--- src/rtl/core/dht_pkg.sv ---
// Shared constants and codes for the double-hashing table.
package dht_pkg;

	localparam int OP_W       = 2;
	localparam int KEY_W      = 31;
	localparam int STATUS_W   = 2;
	localparam int SLOT_OUT_W = 4;
	localparam int MARK_W     = 2;

	typedef logic [OP_W-1:0]     opcode_t;
	typedef logic [STATUS_W-1:0] status_t;
	typedef logic [MARK_W-1:0]   mark_t;

	localparam opcode_t OP_INSERT = 2'd0;
	localparam opcode_t OP_SEARCH = 2'd1;
	localparam opcode_t OP_DELETE = 2'd2;
	localparam opcode_t OP_NOP    = 2'd3;

	localparam mark_t MARK_EMPTY   = 2'd0;
	localparam mark_t MARK_USED    = 2'd1;
	localparam mark_t MARK_DELETED = 2'd2;

	localparam status_t ST_OK        = 2'd0;
	localparam status_t ST_NOT_FOUND = 2'd1;
	localparam status_t ST_FULL      = 2'd2;

endpackage

--- src/rtl/core/dht_req_if.sv ---
// Request channel: opcode and key with valid/ready.
interface dht_req_if;
	logic                        valid;
	logic                        ready;
	logic [dht_pkg::OP_W-1:0]    opcode;
	logic [dht_pkg::KEY_W-1:0]   key;

	modport source (output valid, output opcode, output key, input ready);
	modport sink   (input valid, input opcode, input key, output ready);
endinterface

--- src/rtl/core/dht_rsp_if.sv ---
// Response channel: status and slot index with valid/ready.
interface dht_rsp_if;
	logic                             valid;
	logic                             ready;
	logic [dht_pkg::STATUS_W-1:0]     status;
	logic [dht_pkg::SLOT_OUT_W-1:0]   slot_index;

	modport source (output valid, output status, output slot_index, input ready);
	modport sink   (input valid, input status, input slot_index, output ready);
endinterface

--- src/rtl/core/dht_hash.sv ---
// Residue unit: key mod N and 1 + key mod (N-2) by reciprocal multiplication.
module dht_hash #(
	parameter int TABLE_SLOTS = 16
) (
	input  logic                           clk,
	input  logic                           arst_n,
	input  logic                           start,
	input  logic [dht_pkg::KEY_W-1:0]      key,
	output logic                           done,
	output logic [$clog2(TABLE_SLOTS)-1:0] base,
	output logic [$clog2(TABLE_SLOTS)-1:0] step
);

	localparam int IDX_W  = $clog2(TABLE_SLOTS);
	localparam int KEY_W  = dht_pkg::KEY_W;
	localparam int REC_W  = KEY_W + 1;
	localparam int PROD_W = KEY_W + REC_W;
	localparam int DIV_A  = TABLE_SLOTS;
	localparam int DIV_B  = TABLE_SLOTS - 2;
	localparam int SH_A   = KEY_W + $clog2(DIV_A);
	localparam int SH_B   = KEY_W + $clog2(DIV_B);
	// ceil(2^SH / d) gives the exact quotient for every key below 2^KEY_W
	localparam logic [REC_W-1:0] REC_A =
		REC_W'(((64'd1 << SH_A) + 64'(DIV_A) - 64'd1) / 64'(DIV_A));
	localparam logic [REC_W-1:0] REC_B =
		REC_W'(((64'd1 << SH_B) + 64'(DIV_B) - 64'd1) / 64'(DIV_B));
	localparam logic [IDX_W-1:0] DIV_A_LO = IDX_W'(DIV_A);
	localparam logic [IDX_W-1:0] DIV_B_LO = IDX_W'(DIV_B);

	logic [KEY_W-1:0]  key_s1;
	logic              valid_s1;
	logic [IDX_W-1:0]  key_lo_s2;
	logic [IDX_W-1:0]  quo_a_s2;
	logic [IDX_W-1:0]  quo_b_s2;
	logic              valid_s2;
	logic [IDX_W-1:0]  rem_a_q;
	logic [IDX_W-1:0]  rem_b_q;
	logic              done_q;
	logic [PROD_W-1:0] prod_a;
	logic [PROD_W-1:0] prod_b;

	assign prod_a = key_s1 * REC_A;
	assign prod_b = key_s1 * REC_B;

	always_ff @(posedge clk or negedge arst_n) begin
		if (!arst_n) begin
			valid_s1 <= 1'b0;
			valid_s2 <= 1'b0;
			done_q   <= 1'b0;
		end else begin
			valid_s1 <= start;
			valid_s2 <= valid_s1;
			done_q   <= valid_s2;
		end
	end

	// residue fits in IDX_W bits, so only the low quotient bits are kept
	always_ff @(posedge clk) begin
		if (start) begin
			key_s1 <= key;
		end
		if (valid_s1) begin
			key_lo_s2 <= key_s1[IDX_W-1:0];
			quo_a_s2  <= prod_a[SH_A +: IDX_W];
			quo_b_s2  <= prod_b[SH_B +: IDX_W];
		end
		if (valid_s2) begin
			rem_a_q <= key_lo_s2 - quo_a_s2 * DIV_A_LO;
			rem_b_q <= key_lo_s2 - quo_b_s2 * DIV_B_LO;
		end
	end

	assign done = done_q;
	assign base = rem_a_q;
	assign step = rem_b_q + 1'b1;

endmodule

--- src/rtl/core/double_hash_table.sv ---
// Double-hashing table: probe sequencer around a single slot memory.
//
//  channel | dir | fields              | transfer when
//  --------+-----+---------------------+--------------------------
//  req     | in  | opcode, key         | req.valid && req.ready
//  rsp     | out | status, slot_index  | rsp.valid && rsp.ready
//
// One item at a time: accept, residue computation (key register, reciprocal
// multiply, remainder), then one memory read per probe (P probes, P <= TABLE_SLOTS),
// then write-back and loading of the result. A no-op goes from accept straight to
// the result load.
// The probe loop is set by the one read port of the slot memory.
// After reset the marks are cleared one slot a cycle, with req.ready low. A waiting
// result stalls only the write-back cycle of the next item.
module double_hash_table #(
	parameter int TABLE_SLOTS = 16
) (
	input  logic      clk,
	input  logic      arst_n,
	dht_req_if.sink   req,
	dht_rsp_if.source rsp
);

	localparam int IDX_W   = $clog2(TABLE_SLOTS);
	localparam int CNT_W   = $clog2(TABLE_SLOTS + 1);
	localparam int KEY_W   = dht_pkg::KEY_W;
	localparam int MARK_W  = dht_pkg::MARK_W;
	localparam int OUT_W   = dht_pkg::SLOT_OUT_W;
	localparam int ENTRY_W = MARK_W + KEY_W;

	localparam logic [2:0] S_CLEAR  = 3'd0;
	localparam logic [2:0] S_IDLE   = 3'd1;
	localparam logic [2:0] S_HASH   = 3'd2;
	localparam logic [2:0] S_PROBE  = 3'd3;
	localparam logic [2:0] S_FINISH = 3'd4;

	logic [2:0]             state_q;
	logic [IDX_W-1:0]       clr_addr_q;
	dht_pkg::opcode_t       op_q;
	logic [KEY_W-1:0]       key_q;
	logic [IDX_W-1:0]       step_q;
	logic [IDX_W-1:0]       slot_q;
	logic [CNT_W-1:0]       cnt_q;
	logic                   rd_valid_s1;
	logic [IDX_W-1:0]       rd_slot_s1;
	logic [ENTRY_W-1:0]     rd_data_s1;
	dht_pkg::status_t       res_status_q;
	logic [IDX_W-1:0]       res_slot_q;
	logic                   res_we_q;
	dht_pkg::mark_t         res_mark_q;
	logic                   rsp_valid_q;
	dht_pkg::status_t       rsp_status_q;
	logic [OUT_W-1:0]       rsp_slot_q;

	logic [ENTRY_W-1:0]     mem_q [TABLE_SLOTS];

	logic                   hash_start;
	logic                   hash_done;
	logic [IDX_W-1:0]       hash_base;
	logic [IDX_W-1:0]       hash_step;
	dht_pkg::mark_t         rd_mark;
	logic [KEY_W-1:0]       rd_key;
	logic                   hit;
	logic                   miss;
	logic                   exhausted;
	logic                   issue;
	logic [IDX_W:0]         slot_sum;
	logic [IDX_W-1:0]       slot_next;
	logic                   out_free;
	logic                   load_rsp;
	logic                   mem_we;
	logic [IDX_W-1:0]       mem_waddr;
	logic [ENTRY_W-1:0]     mem_wdata;

	dht_hash #(
		.TABLE_SLOTS (TABLE_SLOTS)
	) u_hash (
		.clk    (clk),
		.arst_n (arst_n),
		.start  (hash_start),
		.key    (req.key),
		.done   (hash_done),
		.base   (hash_base),
		.step   (hash_step)
	);

	assign hash_start = (state_q == S_IDLE) && req.valid && (req.opcode != dht_pkg::OP_NOP);

	assign rd_mark = rd_data_s1[ENTRY_W-1 -: MARK_W];
	assign rd_key  = rd_data_s1[KEY_W-1:0];

	always_comb begin
		if (op_q == dht_pkg::OP_INSERT) begin
			hit  = rd_valid_s1 && (rd_mark != dht_pkg::MARK_USED);
			miss = 1'b0;
		end else begin
			hit  = rd_valid_s1 && (rd_mark == dht_pkg::MARK_USED) && (rd_key == key_q);
			miss = rd_valid_s1 && (rd_mark == dht_pkg::MARK_EMPTY);
		end
	end

	// all probes issued and the last one decided nothing
	assign exhausted = (cnt_q == CNT_W'(TABLE_SLOTS)) && !hit && !miss;
	assign issue     = (state_q == S_PROBE) && (cnt_q != CNT_W'(TABLE_SLOTS)) && !hit && !miss;

	// step < N and slot < N, so one conditional subtract wraps the sum
	assign slot_sum  = {1'b0, slot_q} + {1'b0, step_q};
	assign slot_next = (slot_sum >= (IDX_W+1)'(TABLE_SLOTS))
		? IDX_W'(slot_sum - (IDX_W+1)'(TABLE_SLOTS)) : slot_sum[IDX_W-1:0];

	assign out_free = !rsp_valid_q || rsp.ready;
	assign load_rsp = (state_q == S_FINISH) && out_free;

	always_comb begin
		if (state_q == S_CLEAR) begin
			mem_we    = 1'b1;
			mem_waddr = clr_addr_q;
			mem_wdata = {dht_pkg::MARK_EMPTY, KEY_W'(0)};
		end else begin
			mem_we    = load_rsp && res_we_q;
			mem_waddr = res_slot_q;
			mem_wdata = {res_mark_q, key_q};
		end
	end

	always_ff @(posedge clk) begin
		if (mem_we) begin
			mem_q[mem_waddr] <= mem_wdata;
		end
		if (issue) begin
			rd_data_s1 <= mem_q[slot_q];
		end
	end

	always_ff @(posedge clk or negedge arst_n) begin
		if (!arst_n) begin
			state_q     <= S_CLEAR;
			clr_addr_q  <= '0;
			cnt_q       <= '0;
			rd_valid_s1 <= 1'b0;
		end else begin
			case (state_q)
				S_CLEAR: begin
					clr_addr_q <= clr_addr_q + 1'b1;
					if (clr_addr_q == IDX_W'(TABLE_SLOTS - 1)) begin
						state_q <= S_IDLE;
					end
				end
				S_IDLE: begin
					if (req.valid) begin
						if (req.opcode == dht_pkg::OP_NOP) begin
							state_q <= S_FINISH;
						end else begin
							state_q <= S_HASH;
						end
					end
				end
				S_HASH: begin
					if (hash_done) begin
						cnt_q       <= '0;
						rd_valid_s1 <= 1'b0;
						state_q     <= S_PROBE;
					end
				end
				S_PROBE: begin
					rd_valid_s1 <= issue;
					if (issue) begin
						cnt_q <= cnt_q + 1'b1;
					end
					if (hit || miss || exhausted) begin
						state_q <= S_FINISH;
					end
				end
				S_FINISH: begin
					if (out_free) begin
						state_q <= S_IDLE;
					end
				end
				default: begin
					state_q <= S_IDLE;
				end
			endcase
		end
	end

	// result register: loads on write-back, empties on a transfer
	always_ff @(posedge clk or negedge arst_n) begin
		if (!arst_n) begin
			rsp_valid_q <= 1'b0;
		end else if (load_rsp) begin
			rsp_valid_q <= 1'b1;
		end else if (rsp.ready) begin
			rsp_valid_q <= 1'b0;
		end
	end

	// payload registers
	always_ff @(posedge clk) begin
		case (state_q)
			S_IDLE: begin
				op_q         <= req.opcode;
				key_q        <= req.key;
				res_status_q <= dht_pkg::ST_NOT_FOUND;
				res_slot_q   <= '0;
				res_we_q     <= 1'b0;
			end
			S_HASH: begin
				slot_q <= hash_base;
				step_q <= hash_step;
			end
			S_PROBE: begin
				if (issue) begin
					rd_slot_s1 <= slot_q;
					slot_q     <= slot_next;
				end
				if (hit) begin
					res_status_q <= dht_pkg::ST_OK;
					res_slot_q   <= rd_slot_s1;
					res_we_q     <= (op_q != dht_pkg::OP_SEARCH);
					res_mark_q   <= (op_q == dht_pkg::OP_INSERT)
						? dht_pkg::MARK_USED : dht_pkg::MARK_DELETED;
				end else if (miss || exhausted) begin
					res_status_q <= (op_q == dht_pkg::OP_INSERT)
						? dht_pkg::ST_FULL : dht_pkg::ST_NOT_FOUND;
					res_slot_q   <= '0;
					res_we_q     <= 1'b0;
				end
			end
			S_FINISH: begin
				if (out_free) begin
					rsp_status_q <= res_status_q;
					rsp_slot_q   <= OUT_W'(res_slot_q);
				end
			end
			default: begin
			end
		endcase
	end

	assign req.ready      = (state_q == S_IDLE);
	assign rsp.valid      = rsp_valid_q;
	assign rsp.status     = rsp_status_q;
	assign rsp.slot_index = rsp_slot_q;

	a_no_write_while_probing: assert property (@(posedge clk) disable iff (!arst_n)
		(state_q == S_PROBE) |-> !mem_we)
		else $error("slot memory written during probe loop");

	a_probe_slot_in_range: assert property (@(posedge clk) disable iff (!arst_n)
		(state_q == S_PROBE) |-> ({1'b0, slot_q} < (IDX_W+1)'(TABLE_SLOTS)))
		else $error("probe slot out of table range");

	a_probe_count_bound: assert property (@(posedge clk) disable iff (!arst_n)
		cnt_q <= CNT_W'(TABLE_SLOTS))
		else $error("more probes than slots");

	a_error_slot_zero: assert property (@(posedge clk) disable iff (!arst_n)
		(rsp_valid_q && (rsp_status_q != dht_pkg::ST_OK)) |-> (rsp_slot_q == '0))
		else $error("nonzero slot index on failed operation");

endmodule
--- src/flat_wrapper.sv ---
// flat-port wrapper written by rule: the top's interface ports become plain ports
module double_hash_table_flat 
#(
	parameter int TABLE_SLOTS = 16
)
  (clk, arst_n, req_valid, req_opcode, req_key, req_ready, rsp_valid, rsp_status, rsp_slot_index, rsp_ready);
  dht_req_if req_i ();
  dht_rsp_if rsp_i ();
  input  logic clk;
  input  logic arst_n;
  input wire logic [$bits(req_i.valid)-1:0] req_valid;
  input wire logic [$bits(req_i.opcode)-1:0] req_opcode;
  input wire logic [$bits(req_i.key)-1:0] req_key;
  output wire logic [$bits(req_i.ready)-1:0] req_ready;
  output wire logic [$bits(rsp_i.valid)-1:0] rsp_valid;
  output wire logic [$bits(rsp_i.status)-1:0] rsp_status;
  output wire logic [$bits(rsp_i.slot_index)-1:0] rsp_slot_index;
  input wire logic [$bits(rsp_i.ready)-1:0] rsp_ready;
  assign req_i.valid = req_valid;
  assign req_i.opcode = req_opcode;
  assign req_i.key = req_key;
  assign req_ready = req_i.ready;
  assign rsp_valid = rsp_i.valid;
  assign rsp_status = rsp_i.status;
  assign rsp_slot_index = rsp_i.slot_index;
  assign rsp_i.ready = rsp_ready;
  double_hash_table #(.TABLE_SLOTS(TABLE_SLOTS)) u_core (.clk(clk), .arst_n(arst_n), .req(req_i), .rsp(rsp_i));
endmodule
--- config.mk ---
export PLATFORM = sky130hd
export DESIGN_NAME = double_hash_table_flat
export DESIGN_NICKNAME = d
export VERILOG_FILES = /design/src/rtl/core/dht_pkg.sv /design/src/rtl/core/dht_req_if.sv /design/src/rtl/core/dht_rsp_if.sv /design/src/rtl/core/dht_hash.sv /design/src/rtl/core/double_hash_table.sv /design/src/flat_wrapper.sv
export SDC_FILE = /design/constraint.sdc
export NUM_CORES = 1
export LEC_CHECK = 0
export ABC_AREA = 1
export BUFFER_PORTS_ARGS = -buffer_cell sky130_fd_sc_hd__buf_2
export CORE_ASPECT_RATIO = 0.7
export CORE_UTILIZATION = 50
export DETAILED_ROUTE_END_ITERATION = 8
export PLACE_DENSITY = 0.66
export SYNTH_ARGS = -nofsm -noshare
export SYNTH_HDL_FRONTEND = slang
export SYNTH_SLANG_ARGS = --single-unit
--- constraint.sdc ---
create_clock -name clk -period 7.3 [get_ports clk]
set_input_delay 0.73 -clock clk [delete_from_list [all_inputs] [get_ports clk]]
set_output_delay 0.73 -clock clk [all_outputs]
set_load 0.05 [all_outputs]
==> results.md, run 1 <==
- Synthesized area per cell: approximately 13 sq um
- CP endpoint kind: register
- Worst clock skew: roughly 19 ps
- DRT antenna net count: 0
- Detailed Route WL: roughly 84000 um
- Critical path origin: u_core.u_hash.key_s1[16]$_DFFE_PP_
- CTS Root Cell: clkbuf_16
- Num ports: 45
- Overflow after GRT: 0
- Crit path to: u_core.u_hash.quo_b_s2[2]$_DFFE_PP_
- Status: finished, violations left
- Global-route wire length before repair: between 100000 and 150000 um
- Most area-consuming cells after synthesis: edfxtp_1 (58%), fa_1 (8.5%), ha_1 (7.1%), inv_1 (5.7%), mux2i_1 (3.8%)
- Starting Density: 50.57%
- Syn. warnings: 0
- Critical path launch point type: register
- Syn Inst Count: 2703
- GR Util All Layers: 24.64%
- ANT cells: 0
- Main synth FF type: edfxtp_1
- Fillcell total: 5539
- Compound-cell area share of the yosys netlist: 8.062%
- First-pass detailed-route iteration total: 9
- Tmin final: roughly 6300 ps
- Routability cong.: 0.9788
- Asr flop ratio synth: 2.489%
- MaxCap Viol Count: 0
- Clk_lat worst skew: slightly above 600 ps
- CP Max Fanout: 4
- Vias per cell: 5.518
- DRT iter0 DRCs: around 2.2k
- Yosys top cell by area: edfxtp_1
- Netlist cell types: 38
- Post-synthesis sequential area ratio: 59.34%
- H-Tree Depth: 3
- CTS resizes: 0
- Least-Margin Pin Slew: 1278 ps
- Sum of negative setup slack: 0 ps
- Final Hold Viols: 0
- FF-to-FF Start: u_core.u_hash.key_s1[16]$_DFFE_PP_
- Layout area overhead: 9.422%
- Largest family of logic cells by synthesized area: adder cells
- Largest net degree at the start of global routing: 229
- CTS tree: done
- Clock sinks: 683
- Total die area: approximately 70000 sq um
- Setup bufs post-CTS: 0
- Clk buf depth: 3
- Hold_buf cts: 0
- Max frequency: 157.8 MHz
- Hold slack: roughly 35 ps
- Failing checks: DRC
- Hold Path Class: input port to async pin
- Post-Syn Nets: 3081
- DR WL/cell: 22.80 um
- Vias in the first global route: 20.10k
- # rows: 80
- Core area: 68070 sq um
- Initial antenna violation count: 3
- Post-synthesis mux area share: 3.838%
- CP Data Arrival Time: around 6700 ps
- CP required: around 7700 ps
- Crit share post-route: 86.80%
- #FFs+latches synth: ~680
- Top-area cell type share of the netlist area: 58.10%
- Max_slew headroom: 14.78%
- Final nets: roughly 3.1k
- Reg2reg path depth: 17
- Max Slew Vio Count: 0
- Die height: 221.5 um
- RSZ-0062 raised after global routing: false
- R2R Setup Slk: 960 ps
- Ratio of cells with drive above 1 in the final layout: under 10%
- Endpoints failing setup: 0
- Port Buffers: 44
- Post-synth EDFFs: 666
- R2r endpoint: u_core.u_hash.quo_b_s2[2]$_DFFE_PP_
- Seq. cell area: 20420 sq um
- Area of the multi-input gates: 11600 sq um
- Vias: 20.39k
- CTS clk-pin slew, worst paths: 70 ps
- Total CTS buffers: 66
- Die X: 315.6 um
- Synth Area in Simple Gates: 4.925%
- HPWL Detailed: 51660 um
- Post-Synth Adder-Cell Area: 15.58%
- CP Class: register to register
- XOR/XNOR Fraction of Synth Area: 0.9160%
- Synthesized area: 34420 sq um
- Drc violations: 2
[cell usage in the layout (no fill, tap or decap), types with 5 or more instances in the layout]
cell type and instances:
xnor2_1 26, clkinv_2 7, nand3_1 70, clkinv_1 13, o21ai_1 5, edfxtp_1 666
buf_2 44, mux2i_1 132, inv_1 523, o211ai_1 135, nand2_1 199, fa_1 146
inv_2 6, a21oi_1 156, nor2_1 80, buf_4 26, xor2_1 10, clkbuf_1 15
o21ai_0 174, nor3_1 9, inv_6 8, ha_1 195, clkbuf_16 68, nand4_1 7
or2_2 5, dfrtp_1 17, nor2_4 18
[worst max-delay path: stages, from the launching register on]
cell and delay (ps):
edfxtp_1 480, ha_1 450, inv_1 120, fa_1 420, fa_1 560, fa_1 730, inv_1 110, fa_1 520
fa_1 420, fa_1 410, ha_1 280, nand2_1 120, nor3_1 280, nand2_1 170, nor4_1 590, nand4_1 220
nand4_1 160, nand2_1 60
[worst min-delay path by stage]
stage	slack (ps)	cells past startpoint	endpoint
final	30	1	u_core.clr_addr_q[0]$_DFFE_PN0P_
after global routing	40	1	u_core.cnt_q[2]$_DFFE_PN0P_
after CTS	20	1	u_core.rsp.valid$_DFFE_PN0P_
after detailed placement	410	0	u_core.rsp.status[1]$_DFFE_PP_
after global placement	410	0	u_core.rsp.status[1]$_DFFE_PP_
after floorplan	400	0	u_core.rsp.status[0]$_DFFE_PP_
[flip-flops by register name, summed over array words and instances, names as in the netlist, 3 cells and up]
register / flops
u_core.clr_addr_q: 4
u_core.u_hash.key_s1: 31
u_core.u_hash.key_lo_s2: 4
u_core.key_q: 31
u_core.state_q: 3
u_core.cnt_q: 5
u_core.rd_slot_s1: 4
u_core.rsp.slot_index: 4
u_core.rd_data_s1: 33
u_core.u_hash.quo_b_s2: 3
u_core.slot_q: 4
u_core.step_q: 4
u_core.mem_q: 528
u_core.res_slot_q: 4
u_core.u_hash.base: 4
u_core.u_hash.rem_b_q: 3
[area by class of cell]
type                            instances  share of cell area [%]
Multi-Input combinational cell       1390                   30.81
Sequential cell                       683                   54.23
Inverter                              531                   5.305
Clock inverter                         32                  0.7308
Clock buffer                           83                   4.667
Timing Repair Buffer                   73                   1.262
Tap cell                              902                   2.996
[kinds of logic after synthesis]
family                   count (synthesis)
flip-flops                             683
adder cells (fa/ha/maj)                341
XOR/XNOR                                36
buffers and inverters                  630
multiplexers                           132
AO/OA/AOI/OAI                          480
AND/OR/NAND/NOR                        401
[layer usage]
metal / GRT usage (%) / routed length, um
met1: 38.50 / 39300
met2: 34.21 / 35190
met3: 6.837 / 8279
met4: 4.956 / 1390
met5: 0.6887 / 73
[synthesized netlist by cell type (17+ instances only)]
cell type	n
dfrtp_1	17
nand3_1	70
mux2i_1	132
inv_1	524
o21ai_0	174
ha_1	195
xnor2_1	26
buf_2	25
edfxtp_1	666
a21oi_1	156
nand2_1	199
fa_1	146
clkbuf_1	42
nor2_1	98
o211ai_1	135
[stage by stage]
step,setup slack (ps),utilization [%],std cells,cell area [sq um]
after floorplan,1923,-,2703,34420
after global placement,1240,52.35,3579,35630
after detailed placement,1118,52.35,3579,35630
after CTS,1114,55.34,3694,37660
after global routing,801.3,55.34,3694,37660
final,963.8,55.34,3694,37660
Power of run 1 is left out: the tool's default activity adds up to more than one toggle a clock period on the data nets, which glitch-free logic cannot reach.
==> run 2, diff against run 1 <==
CORE_ASPECT_RATIO = unset   (was 0.7)
clock period = 6.95 ns   (was 7.3 ns; I/O delays follow)
==> run 2 against run 1 <==
  * The run now ends clean
  * First-iteration DRC count fell by 14%
  * Flip-flop and latch count did not move
  * Register-to-register slack improved by 150 ps
  * Cell count fell by 0.57%
==> results.md, run 2 (same netlist as run 1, synthesis figures left out) <==
- Starting Density: 50.89% (was 50.57%)
- CTS clk-pin slew, worst paths: 60 ps (was 70 ps)
- Initial antenna violation count: 1 (was 3)
- Core area: 67630 sq um (was 68070 sq um)
- GR Util All Layers: 23.20% (was 24.64%)
- Global-route wire length before repair: 121100 um (was 126800 um)
- Fillcell total: 5341 (was 5539)
- Drc violations: 0 (was 2)
- MaxCap Viol Count: 0 (unchanged)
- Num ports: 45 (unchanged)
- Final Hold Viols: 0 (unchanged)
- Largest net degree at the start of global routing: 211 (was 229)
- Crit share post-route: 84.02% (was 86.80%)
- CTS resizes: 0 (unchanged)
- Clock sinks: 683 (unchanged)
- Worst clock skew: 36.44 ps (was 18.64 ps)
- Detailed Route WL: 79320 um (was 84230 um)
- Vias per cell: 5.523 (was 5.518)
- Endpoints failing setup: 0 (unchanged)
- Clk buf depth: 3 (unchanged)
- Most flops, register: u_core.mem_q (unchanged)
- Max_slew headroom: 22.98% (was 14.78%)
- Placed inst area: 35590 sq um (was 35630 sq um)
- Ratio of cells with drive above 1 in the final layout: 7.324% (was 7.199%)
- RSZ-0062 raised after global routing: false (unchanged)
- First-pass detailed-route iteration total: 6 (was 9)
- CP Data Arrival Time: 6210 ps (was 6700 ps)
- Critical path launch point type: register (unchanged)
- Setup bufs post-CTS: 0 (unchanged)
- Port Buffers: 44 (unchanged)
- DR WL/cell: 21.60 um (was 22.80 um)
- Overflow after GRT: 0 (unchanged)
- Hold_buf cts: 1 (was 0)
- CP required: 7320 ps (was 7660 ps)
- CP Class: register to register (unchanged)
- Hold Path Class: input port to register (was input port to async pin)
- Most frequent cells in the layout: edfxtp_1 (666), inv_1 (523), nand2_1 (199) (unchanged)
- Commonest non-fill, non-tap cell in the layout: edfxtp_1 (unchanged)
- Vias: 20.29k (was 20.39k)
- Final nets: 3130 (was 3123)
- Routability cong.: 0.9236 (was 0.9788)
- CTS tree: done (unchanged)
- CTS Root Cell: clkbuf_16 (unchanged)
- Biggest regs: u_core.mem_q (528), u_core.rd_data_s1 (33) (unchanged)
- Finished Cell Area: 37880 sq um (was 37660 sq um)
- Pre-CTS setup slack: 1144 ps (was 1118 ps)
- Sum of negative setup slack: 0 ps (unchanged)
- Tmin final: 5839 ps (was 6336 ps)
- Max FFs per register: 528 (unchanged)
- Fin util: 56.01% (was 55.34%)
- Die X: 264.4 um (was 315.6 um)
- Total die area: 69900 sq um (was 69910 sq um)
- HPWL Detailed: 46310 um (was 51660 um)
- Max frequency: 171.3 MHz (was 157.8 MHz)
- Max Slew Vio Count: 0 (unchanged)
- Total CTS buffers: 71 (was 66)
- Final worst slack: 1111 ps (was 963.8 ps)
- # rows: 95 (was 80)
- H-Tree Depth: 3 (unchanged)
- Vias in the first global route: 20.84k (was 20.10k)
- Layout area overhead: 10.04% (was 9.422%)
- CP Max Fanout: 4 (unchanged)
- Clk_lat worst skew: 620 ps (about the same)
- CP endpoint kind: register (unchanged)
- Least-Margin Pin Slew: 1155 ps (was 1278 ps)
- Die height: 264.4 um (was 221.5 um)
- Status: complete, no violations (was finished, violations left)
- DRT antenna net count: 0 (unchanged)
- DRT iter0 DRCs: 1889 (was 2205)
## run 2: cell count changes in the layout (fill, tap and decap cells not counted), sizes merged
cell,delta
clkbuf,+12
bufinv,+3
dlygate4sd3,+1
diode,+1
buf,+1
inv,-9
clkinv,-3
clkinvlp,+2
## run 2: final timing paths
| check | end | start | depth (start not counted) | slack [ps] |
|---|---|---|---|---|
| max reg2reg | u_core.u_hash.quo_b_s2[2]$_DFFE_PP_ | u_core.u_hash.key_s1[29]$_DFFE_PP_ | 22 | 1110 |
| max | u_core.u_hash.quo_b_s2[2]$_DFFE_PP_ | u_core.u_hash.key_s1[29]$_DFFE_PP_ | 22 | 1110 |
| min reg2reg | u_core.u_hash.base[0]$_DFFE_PP_ | u_core.u_hash.key_lo_s2[0]$_DFFE_PP_ | 0 | 430 |
| max in group asynchronous | u_core.u_hash.valid_s2$_DFF_PN0_ | arst_n | 2 | 6120 |
| min | u_core.rsp.valid$_DFFE_PN0P_ | rsp_ready | 2 | 270 |
| min in group asynchronous | u_core.cnt_q[1]$_DFFE_PN0P_ | arst_n | 2 | 540 |
## run 2: through the flow
step           std cells  hold WS [ps]
2_1_floorplan       2703         399.4
3_3_place_gp        3551         411.1
3_5_place_dp        3551         405.9
4_1_cts             3672         247.7
5_1_grt             3672         277.4
6_report            3673         273.0
## run 2: final cells by class
type	count	area, sq um	share of cell area (%)
multi-input cells	1390	11600	30.64
clock inverters	25	292.8	0.7729
well taps	873	1092	2.884
repair buffers	75	480.5	1.268
diodes	1	2.502	0.006606
clock buffers	95	1983	5.236
flip-flops and latches	683	20420	53.92
inverters	531	1998	5.275
## run 2: critical path, stage by stage (launching register included)
cell	delay (ps)
edfxtp_1	420
inv_1	70
ha_1	310
fa_1	490
inv_1	50
fa_1	480
inv_1	50
fa_1	440
fa_1	540
inv_1	50
fa_1	340
inv_1	80
fa_1	420
inv_1	90
fa_1	410
ha_1	340
nand2_1	110
nor2_1	140
nand2_1	110
nor4_1	300
nand4_1	180
nand4_1	140
nand2_1	50
## run 2: routing by layer
metal	vias up	track usage (%)	routed length [um]	part of all wire, %
met4	0	8.077	2411	3.0
met1	10030	30.63	32970	42
li1	9372	-	-	-
met3	182	3.660	5474	6.9
met2	702	39.08	38460	48
met5	-	0	0	0
Power of run 2 is left out for the same reason.
==> run 3, diff against run 2 <==
PLACE_DENSITY = 0.68   (was 0.66)
clock period = 5.2 ns   (was 6.95 ns; I/O delays follow)
==> run 3 against run 2 <==
  * The run now ends with setup timing left
  * Sequential share of layout area fell by 1.5 points
  * Via count grew 2.2%
  * Global-route usage is 0.49 points higher
  * Critical path type unchanged
  * Highest routed layer is now met5
==> results.md, run 3 (same netlist as run 1, synthesis figures left out) <==
- Fillcell total: 5324 (was 5341)
- Max frequency: 181.2 MHz (was 171.3 MHz)
- Total CTS buffers: 72 (was 71)
- Initial antenna violation count: 2 (was 1)
- CP required: 5590 ps (was 7320 ps)
- Vias: 20.73k (was 20.29k)
- Hold slack: 89.74 ps (was 273.0 ps)
- Hold_sp: rsp_ready (unchanged)
- Slowest CP cell: fa_1 (unchanged)
- Total die area: 69900 sq um (unchanged)
- Finished Layout Cells: 3775 (was 3673)
- Final worst slack: -318.6 ps (was 1111 ps)
- Drc violations: 0 (unchanged)
- Placed inst area: 36400 sq um (was 35590 sq um)
- CP endpoint kind: register (unchanged)
- Biggest regs: u_core.mem_q (528), u_core.rd_data_s1 (33) (unchanged)
- Cell breakdown of the critical path: buf_6 > ha_4 > ha_4 > inv_2 > fa_1 > inv_2 > fa_1 > fa_1 > inv_2 > fa_1 > fa_1 > inv_2 > fa_1 > ha_1 > nand2_2 > inv_2 > nand2_1 > nand2_1 > a21oi_2 > o211ai_1 > a21oi_1 > nand3_1 > nand2_1 > nand2_1 (was inv_1 > ha_1 > fa_1 > inv_1 > fa_1 > inv_1 > fa_1 > fa_1 > inv_1 > fa_1 > inv_1 > fa_1 > inv_1 > fa_1 > ha_1 > nand2_1 > nor2_1 > nand2_1 > nor4_1 > nand4_1 > nand4_1 > nand2_1)
- Clk_lat worst skew: 630 ps (was 620 ps)
- CP Class: register to register (unchanged)
- Dpl cells: 3642 (was 3551)
- CP Data Arrival Time: 5910 ps (was 6210 ps)
- Worst Hold Path EP: u_core.rsp.valid$_DFFE_PN0P_ (unchanged)
- Crit-path max cell delay: 510 ps (was 540 ps)
- Least-Margin Pin Slew: 1087 ps (was 1155 ps)
- Vias per cell: 5.490 (was 5.523)
- # rows: 95 (unchanged)
- R2R Setup Slk: -320 ps (was 1110 ps)
- Vias in the first global route: 21.22k (was 20.84k)
- Hold depth: 2 (unchanged)
- Hold Path Class: input port to register (unchanged)
- Worst clock skew: 22.64 ps (was 36.44 ps)
- Largest net degree at the start of global routing: 158 (was 211)
- Most frequent cells in the layout: edfxtp_1 (666), inv_1 (508), nand2_1 (194) (was edfxtp_1 (666), inv_1 (523), nand2_1 (199))
- Die height: 264.4 um (unchanged)
- R2r endpoint: u_core.u_hash.quo_b_s2[1]$_DFFE_PP_ (was u_core.u_hash.quo_b_s2[2]$_DFFE_PP_)
- Area of the multi-input gates: 11880 sq um (was 11600 sq um)
- DR WL/cell: 21.53 um (was 21.60 um)
- First-pass detailed-route iteration total: 6 (unchanged)
- Num ports: 45 (unchanged)
- Critical path launch point type: register (unchanged)
- Crit path top cell by count: fa_1 (unchanged)
- Core area: 67630 sq um (unchanged)
- Failing checks: setup timing
- Finished Cell Area: 38940 sq um (was 37880 sq um)
- Crit share post-route: 106.1% (was 84.02%)
- Max FFs per register: 528 (unchanged)
- CTS clk-pin slew, worst paths: 70 ps (was 60 ps)
- Commonest non-fill, non-tap cell in the layout: edfxtp_1 (unchanged)
- CP Max Fanout: 3 (was 4)
- FF-to-FF Start: u_core.u_hash.key_s1[29]$_DFFE_PP_ (unchanged)
- Final Hold Viols: 0 (unchanged)
- RSZ-0062 raised after global routing: true (was false)
- Routability cong.: 0.8950 (was 0.9236)
- Clock sinks: 683 (unchanged)
- Seq. cell area: 20420 sq um (unchanged)
- Overflow after GRT: 0 (unchanged)
- Fin util: 57.57% (was 56.01%)
- H-Tree Depth: 3 (unchanged)
- GR Util All Layers: 23.69% (was 23.20%)
- Reg2reg path depth: 24 (was 22)
- MaxCap Viol Count: 0 (unchanged)
- Tmin final: 5519 ps (was 5839 ps)
- Max Slew Vio Count: 0 (unchanged)
- Endpoints failing setup: 3 (was 0)
- Detailed Route WL: 81290 um (was 79320 um)
- DRT iter0 DRCs: 1701 (was 1889)
- Status: finished, violations left (was complete, no violations)
- Max_slew headroom: 27.52% (was 22.98%)
- DRT antenna net count: 0 (unchanged)
- Global-route wire length before repair: 124100 um (was 121100 um)
- CTS Root Cell: clkbuf_16 (unchanged)
- Ratio of cells with drive above 1 in the final layout: 12.65% (was 7.324%)
- Port Buffers: 44 (unchanged)
- Final nets: 3224 (was 3130)
- Die X: 264.4 um (unchanged)
- HPWL Detailed: 51200 um (was 46310 um)
- Starting Density: 50.89% (unchanged)
- ANT cells: 0 (was 1)
- CTS tree: done (unchanged)
- Clk buf depth: 3 (unchanged)
- Layout area overhead: 13.13% (was 10.04%)
- Most flops, register: u_core.mem_q (unchanged)
==> run 3: changes by cell type in the layout (fill, tap and decap cells not counted), sizes merged <==
| cell | previous run | this run |
|---|---|---|
| clkinvlp | 3 | 0 |
| inv | 529 | 541 |
| clkinv | 18 | 28 |
| buf | 74 | 167 |
| bufinv | 6 | 8 |
| diode | 1 | 0 |
| clkbuf | 95 | 84 |
==> run 3: what timing repair did <==
action,CTS,global route
pin swaps,13,1
resized for setup,35,10
hold buffers,1,0
hold endpoints to repair,17,0
setup buffers,1,1
endpoints found under the setup margin,3,3
==> run 3: area by class of cell <==
type                    instances  area share (%)
repair buffers                168           3.110
clock buffers                  84           4.743
inverters                     531           5.131
clock inverters                46           1.243
well taps                     873           2.805
multi-input cells            1390           30.52
flip-flops and latches        683           52.45
==> run 3: worst max-delay path by stage <==
stage | start | to | slack [ps] | cells past startpoint
2_1_floorplan | u_core.u_hash.key_s1[29]$_DFFE_PP_ | u_core.u_hash.quo_b_s2[2]$_DFFE_PP_ | -60 | 20
3_3_place_gp | u_core.u_hash.key_s1[29]$_DFFE_PP_ | u_core.u_hash.quo_b_s2[1]$_DFFE_PP_ | -280 | 24
3_5_place_dp | u_core.u_hash.key_s1[29]$_DFFE_PP_ | u_core.u_hash.quo_b_s2[1]$_DFFE_PP_ | -450 | 20
4_1_cts | u_core.u_hash.key_s1[29]$_DFFE_PP_ | u_core.u_hash.quo_b_s2[1]$_DFFE_PP_ | -340 | 24
5_1_grt | u_core.u_hash.key_s1[29]$_DFFE_PP_ | u_core.u_hash.quo_b_s2[1]$_DFFE_PP_ | -550 | 24
6_report | u_core.u_hash.key_s1[29]$_DFFE_PP_ | u_core.u_hash.quo_b_s2[1]$_DFFE_PP_ | -320 | 24
==> run 3: worst max-delay path: cells and delay by family, from the launching register on <==
kind	cells	cell delay, ps
adder cells (fa/ha/maj)	9	3660
AND/OR/NAND/NOR	6	420
flip-flops	1	430
AO/OA/AOI/OAI	3	420
buffers and inverters	6	350
==> run 3: routing by layer <==
metal,wire length (um),vias to the layer above,track usage (%)
met5,9,-,0
met4,2285,2,8.737
met3,4830,134,3.196
met2,41350,647,41.24
met1,32820,10352,30.27
li1,-,9591,-
==> run 3: stage by stage <==
stage / worst slack [ps] / setup TNS, ps
after floorplan: -58.50 / -80.57
after global placement: -276.7 / -740.5
after detailed placement: -454.4 / -1192
after CTS: -338.2 / -820.0
after global routing: -546.1 / -1456
final: -318.6 / -819.2
Power of run 3 is left out for the same reason.
